[config.mk]
export PLATFORM = sky130hd
export DESIGN_NAME = srb_dirty_map
export DESIGN_NICKNAME = d
export VERILOG_FILES = /design/src/sv/srb_pkg.sv /design/src/sv/srb_ram.sv /design/src/sv/srb_dirty_map.sv
export SDC_FILE = /design/constraint.sdc
export NUM_CORES = 1
export LEC_CHECK = 0
export ABC_AREA = 1
export ABC_CLOCK_PERIOD_IN_PS = 3310
export BUFFER_PORTS_ARGS = -buffer_cell sky130_fd_sc_hd__clkbuf_2
export CAP_MARGIN = 20
export CORE_AREA = 2 2 39 41
export DETAILED_ROUTE_END_ITERATION = 16
export DIE_AREA = 0 0 41 43
export GPL_TIMING_DRIVEN = 0
export HOLD_SLACK_MARGIN = 0.02
export SLEW_MARGIN = 20
export SYNTH_ARGS = -nofsm -noshare
export SYNTH_HDL_FRONTEND = slang
export SYNTH_SLANG_ARGS = --single-unit
[constraint.sdc]
create_clock -name clk -period 3.31 [get_ports clk]
set_clock_uncertainty 0.05 [all_clocks]
set_input_delay 0.4965 -clock clk [delete_from_list [all_inputs] [get_ports clk]]
set_output_delay 0.4965 -clock clk [all_outputs]
set_load 0.02 [all_outputs]
[src/sv/srb_pkg.sv]
// ---------------------------------------------------------------------------
// srb_pkg
// Shared codes, types and state encoding for the SRAM bank with dirty pages.
// ---------------------------------------------------------------------------
`default_nettype none

package srb_pkg;

  // Operation codes
  localparam logic OP_READ  = 1'b0;
  localparam logic OP_WRITE = 1'b1;

  // Access size codes
  localparam logic [1:0] SIZE_BYTE = 2'd0;
  localparam logic [1:0] SIZE_WORD = 2'd1;
  localparam logic [1:0] SIZE_LONG = 2'd2;
  localparam logic [1:0] SIZE_NONE = 2'd3;

  // Fault codes
  localparam logic [1:0] FAULT_NONE = 2'd0;
  localparam logic [1:0] FAULT_ADDR = 2'd1;
  localparam logic [1:0] FAULT_BUS  = 2'd2;

  // Configuration register indexes
  localparam logic [2:0] CFG_RAM_ENABLED     = 3'd0;
  localparam logic [2:0] CFG_SIZE_LOG2       = 3'd1;
  localparam logic [2:0] CFG_CHECK_ALIGNMENT = 3'd2;
  localparam logic [2:0] CFG_PROTECT_READS   = 3'd3;
  localparam logic [2:0] CFG_PROTECT_WRITES  = 3'd4;

  // Size window for the address mask
  localparam logic [4:0] SIZE_LOG2_MIN = 5'd10;

  // Page geometry: 1 KiB pages, 8 pages per bitmap byte
  localparam int PAGE_SHIFT = 10;
  localparam int MAP_SHIFT  = 13;

  // Control sequencer states
  typedef enum logic [1:0] {
    ST_IDLE,
    ST_MARK1,
    ST_MARK2,
    ST_DONE
  } state_t;

  // Byte-lane array request
  typedef struct packed {
    logic       en;
    logic       we;
    logic [1:0] size;
  } lane_ctl_t;

  // Dirty bitmap request
  typedef struct packed {
    logic       rd;
    logic       wr;
    logic [7:0] set_bits;
  } map_ctl_t;

endpackage

`default_nettype wire

[src/sv/srb_ram.sv]
// ---------------------------------------------------------------------------
// srb_ram
// Generic simple dual-port RAM: one write port, one registered read port.
// ---------------------------------------------------------------------------
`default_nettype none

module srb_ram #(
  parameter int WIDTH  = 8,
  parameter int ADDR_W = 10
) (
  input  wire logic              clk,
  input  wire logic              we,
  input  wire logic [ADDR_W-1:0] waddr,
  input  wire logic [WIDTH-1:0]  wdata,
  input  wire logic              re,
  input  wire logic [ADDR_W-1:0] raddr,
  output logic      [WIDTH-1:0]  rdata
);

  localparam int DEPTH = 1 << ADDR_W;

  logic [WIDTH-1:0] mem [DEPTH];

  // Write port, read port holds its data until the next read
  always_ff @(posedge clk) begin
    if (we) begin
      mem[waddr] <= wdata;
    end
    if (re) begin
      rdata <= mem[raddr];
    end
  end

endmodule

`default_nettype wire

[src/sv/srb_dirty_map.sv]
// ---------------------------------------------------------------------------
// srb_dirty_map
// Dirty page bitmap in RAM, one bit per 1 KiB page. Read-modify-write:
// a read, then the write ORs new bits into the registered read data.
// Clears itself with a sweep after reset.
// ---------------------------------------------------------------------------
`default_nettype none

module srb_dirty_map
  import srb_pkg::*;
#(
  parameter int MAW = 3
) (
  input  wire logic           clk,
  input  wire logic           rst,
  input  wire map_ctl_t       ctl,
  input  wire logic [MAW-1:0] rd_idx,
  input  wire logic [MAW-1:0] wr_idx,
  output logic                clearing
);

  logic [MAW-1:0] clr_idx;
  logic [7:0]     map_q;
  logic           we;
  logic [MAW-1:0] waddr;
  logic [7:0]     wdata;

  // Clearing sweep, one entry per cycle
  always_ff @(posedge clk) begin
    if (rst) begin
      clearing <= 1'b1;
      clr_idx  <= '0;
    end else if (clearing) begin
      clr_idx <= clr_idx + 1'b1;
      if (&clr_idx) begin
        clearing <= 1'b0;
      end
    end
  end

  // Write side: sweep zeros, else merge new dirty bits
  assign we    = clearing || ctl.wr;
  assign waddr = clearing ? clr_idx : wr_idx;
  assign wdata = clearing ? 8'd0 : (map_q | ctl.set_bits);

  srb_ram #(
    .WIDTH  (8),
    .ADDR_W (MAW)
  ) u_ram (
    .clk   (clk),
    .we    (we),
    .waddr (waddr),
    .wdata (wdata),
    .re    (ctl.rd),
    .raddr (rd_idx),
    .rdata (map_q)
  );

endmodule

`default_nettype wire

-- After elaboration in Yosys (flattened, before gate mapping)
Index checks and enable logic that the tools add are counted.
- add/sub/neg operators: 1
- muxes and demuxes: 2
- reductions and logical operators: 1
- operator list (operator ; number):
    $add A3 B1 Y3 const B ; 1
    $reduce_and A3 Y1 ; 1
    $mux W1 ; 2
- register bits after elaboration: 4
- bits of input ports: 18
- output and inout port bits: 1
- logic and storage cells: 6

-- Longest topological paths before layout
- depth in word-level cells: 3
- depth in mapped cells: 6
- gate-level depth less buffers: 6

-- Worst setup path after synthesis
Ideal clock, no wire load.
- kind: flip-flop to flip-flop
- start: register clr_idx[0]
- end: register clr_idx[2]
- setup time: 0.113 ns
- data arrival time: 0.919 ns
- required time: 3.147 ns
- setup slack: 2.228 ns
- cell stages (with the launch flop): 7
- path buffers: 0
- clock period less this slack: 1.082 ns
- path through: dfxtp_1 ha_1 ha_1 inv_1 nand2_1 nand2_1 nor2_1
- word-level cells in the longest chain between the ends: 1
- ends and longest elaborated chain (element ; RTL line ; source):
    from (decl) ; srb_dirty_map.sv:22 ; logic [MAW-1:0] clr_idx;
    from (signal assigned) ; srb_dirty_map.sv:34 ; clr_idx <= clr_idx + 1'b1;
    $add A3 B1 Y3 ; srb_dirty_map.sv:34 ;
No other way between the ends.
A chain may end at the register's enable or synchronous reset.

-- Worst setup path after layout
- start: register clearing
- end: output port clearing
- RTL lines (element ; RTL line ; source):
    from (decl) ; srb_dirty_map.sv:19 ; output logic clearing
    from (signal assigned) ; srb_dirty_map.sv:31 ; clearing <= 1'b1;
    from (signal assigned) ; srb_dirty_map.sv:36 ; clearing <= 1'b0;
No word-level cell between the ends.

==> results_dict.tcl <==
set metrics [dict create \
    outcome "complete, no violations" \
    cp.buffers_inverters 1 \
    ctsHoldBuffers 0 \
    first_iter_violations 6 \
    finalSetupViolations 0 \
    htree_num_levels 1 \
    reg2regPathDepth 6 \
    cts.reportedPaths.clkPinSlew_ns 0.04 \
    drc 0 \
    synth_area_leaders "dfxtp_1 46%, ha_1 14%, nand2_1 13%" \
    period_share_pct 43.92 \
    peakVddDrop_mv 0.08253 \
    yosysTopAreaCell "dfxtp_1" \
    critPathCaptureType "primary output" \
    max_stage_delay_ns 0.45 \
    grt_pass1_vias 156 \
    hold_viol_final 0 \
    grt_overflow_total 0 \
    core_area_um2 1384 \
    grt_pass1_wl_um 538 \
    n_antenna_cell 0 \
    vias 150 \
    insertion_delay_ns 0.23 \
    top_level_ports 19 \
    intPower_uw 96.90 \
    syn_to_final_growth_pct 30.22 \
    path_depth 1 \
    drt-total-wl_um 312 \
    grtUsageMet1_pct 3.822 \
    ys_seq_area_share_pct 46.04 \
    critical_path_required_ns 2.76 \
    crit_family "flip-flops" \
    p_switching_uw 29.48 \
    crit_path_top_delay_cell "dfxtp_1" \
    cts.sinks 4 \
    critPathCapture "clearing" \
    powerDensity_nw_per_um2 558.1 \
    crit_start "clearing$_SDFF_PP1_" \
    arrival_ns 0.91 \
    ys_seq_elements 4 \
    grt_max_degree 9 \
    leakagePower_uw 0.0001351 \
    track_usage_pct 4.905 \
    maxCapViolCount 0 \
    die_w_um 41 \
    io_buffer_count 2 \
    regArea_um2 80.08 \
    p_sw_share_pct 23.33 \
    crit_path_start_kind "register" \
    grt_util_met2_pct 7.813 \
    hold_path_class "register to register" \
    fmax_mhz 687.8 \
    syn_nets 43 \
    setup_tns_ns 0 \
    timing.rr.end "clr_idx[2]$_SDFFE_PP0P_" \
    slew_headroom_pct 82.80 \
    min_period_ns 1.454 \
    clk_path_buf_depth 2 \
    grt-busiest-layer "met2" \
    grt.met3_usage_pct 1.571 \
    crit_fanout 8 \
    pwr-share-seq_pct 43.3 \
    ant_nets 0 \
    yosysWarningCount 0 \
    die-area_um2 1763 \
    die_h_um 43 \
    p_comb_share_pct 7.9 \
    gp_congestion 0.4812 \
    detail_route.wl_per_cell_um 7.091 \
    synth_cell_type_count 6 \
    nets 50 \
    antenna_found_initial 0 \
    r2r-start "clr_idx[0]$_SDFFE_PP0P_" \
    synth_area_per_cell_um2 7.562 \
    clkPwrFrac_pct 48.8 \
    crit_type "register to primary output" \
    n_fill_cell 150 \
    place_inst 41 \
    path_cells "clkbuf_2" \
    dr.pass1.iters 5 \
    yosysTopAreaCellShare_pct 46.04 \
    slew_violations 0 \
    ctsResizeCount 0 \
    synth_area_um2 173.9 \
    rsz0062_at_grt "false" \
    synthCells 23 \
    post_drt_via_cell_ratio 3.409 \
    fin_cells 44 \
    cts_setup_buffers 0 \
    cts_tree "yes" \
    numCtsBuffers 3 \
    root_buffer "clkbuf_4" \
    r2r_setup_slack_ns 2.19 \
    rows 14 \
    multi_input_area_um2 78.83 \
    initial_core_util_pct 12.57 \
    layout-drive-gt1-share_pct 21.43 \
    tightest_slew_ns 0.2576 \
]
==> metrics by stage <==
| step | cell area (um2) | hold WS [ns] | power, uW | util [%] | setup slack (ns) |
|---|---|---|---|---|---|
| 6_report | 226.5 | 0.4490 | 126.4 | 16.37 | 1.856 |
| 5_1_grt | 226.5 | 0.4746 | 133.4 | 16.37 | 1.794 |
| 4_1_cts | 226.5 | 0.4493 | 128.3 | 16.37 | 1.833 |
| 3_5_place_dp | 203.9 | 0.4228 | 64.72 | 14.74 | 2.101 |
| 3_3_place_gp | 203.9 | 0.4150 | 64.32 | 14.74 | 2.110 |
| 2_1_floorplan | 173.9 | 0.4030 | 62.57 | - | 2.228 |
==> cells in the final DEF, fill, tap and decap left out <==
cell type	Yosys	layout
inv_1	4	4
clkbuf_2	0	2
dfxtp_1	4	4
o21ai_2	1	1
nand2_1	6	6
clkbuf_4	0	3
ha_1	2	2
nor2_1	6	6
==> synth_stat cells <==
cell,instances
nand2_1,6
dfxtp_1,4
nor2_1,6
ha_1,2
inv_1,4
o21ai_2,1
==> registers in the layout, summed over array words and instances, names as in the netlist <==
register,count
clearing,1
clr_idx,3
==> cell type report <==
type | instances | share of cell area [%]
inverters | 4 | 6.630
repair buffers | 2 | 4.420
well taps | 16 | 8.840
flip-flops and latches | 4 | 35.36
multi-input cells | 15 | 34.81
clock buffers | 3 | 9.945
==> worst min-delay path by stage <==
| stage | start | endpoint | slack, ns | cells after the start |
|---|---|---|---|---|
| after global placement | clr_idx[1]$_SDFFE_PP0P_ | clr_idx[1]$_SDFFE_PP0P_ | 0.42 | 2 |
| after CTS | clr_idx[1]$_SDFFE_PP0P_ | clr_idx[1]$_SDFFE_PP0P_ | 0.45 | 2 |
| final | clr_idx[2]$_SDFFE_PP0P_ | clr_idx[2]$_SDFFE_PP0P_ | 0.45 | 2 |
| after detailed placement | clr_idx[1]$_SDFFE_PP0P_ | clr_idx[1]$_SDFFE_PP0P_ | 0.42 | 2 |
| after global routing | rst | clearing$_SDFF_PP1_ | 0.47 | 3 |
| after floorplan | clr_idx[1]$_SDFFE_PP0P_ | clr_idx[1]$_SDFFE_PP0P_ | 0.40 | 2 |
==> layer usage <==
metal	wire length [um]	share of wire, %
met5	0	0
met4	0	0
met3	4	1.3
met2	172	55
met1	135	43
==> power groups by stage <==
stage                     Sequential, uW  Combinational, uW  Clock [uW]
after global placement              54.7               9.59           0
after CTS                           54.4               10.1        63.7
after detailed placement            55.0               9.75           0
final                               54.7               9.96        61.7
after global routing                54.9               12.4        66.0
after floorplan                     54.6               7.99           0
==> cell families (layout without fill, tap and decap cells) <==
family,after synthesis,count (layout),share of synthesized area [%]
AOI/OAI and AO/OA,1,1,5.037
buffers and inverters,4,9,8.631
DFF,4,4,46.05
adders and majority gates,2,2,14.39
and+or+nand+nor,12,12,25.90
No activity file was read; power rests on OpenSTA's default activity.
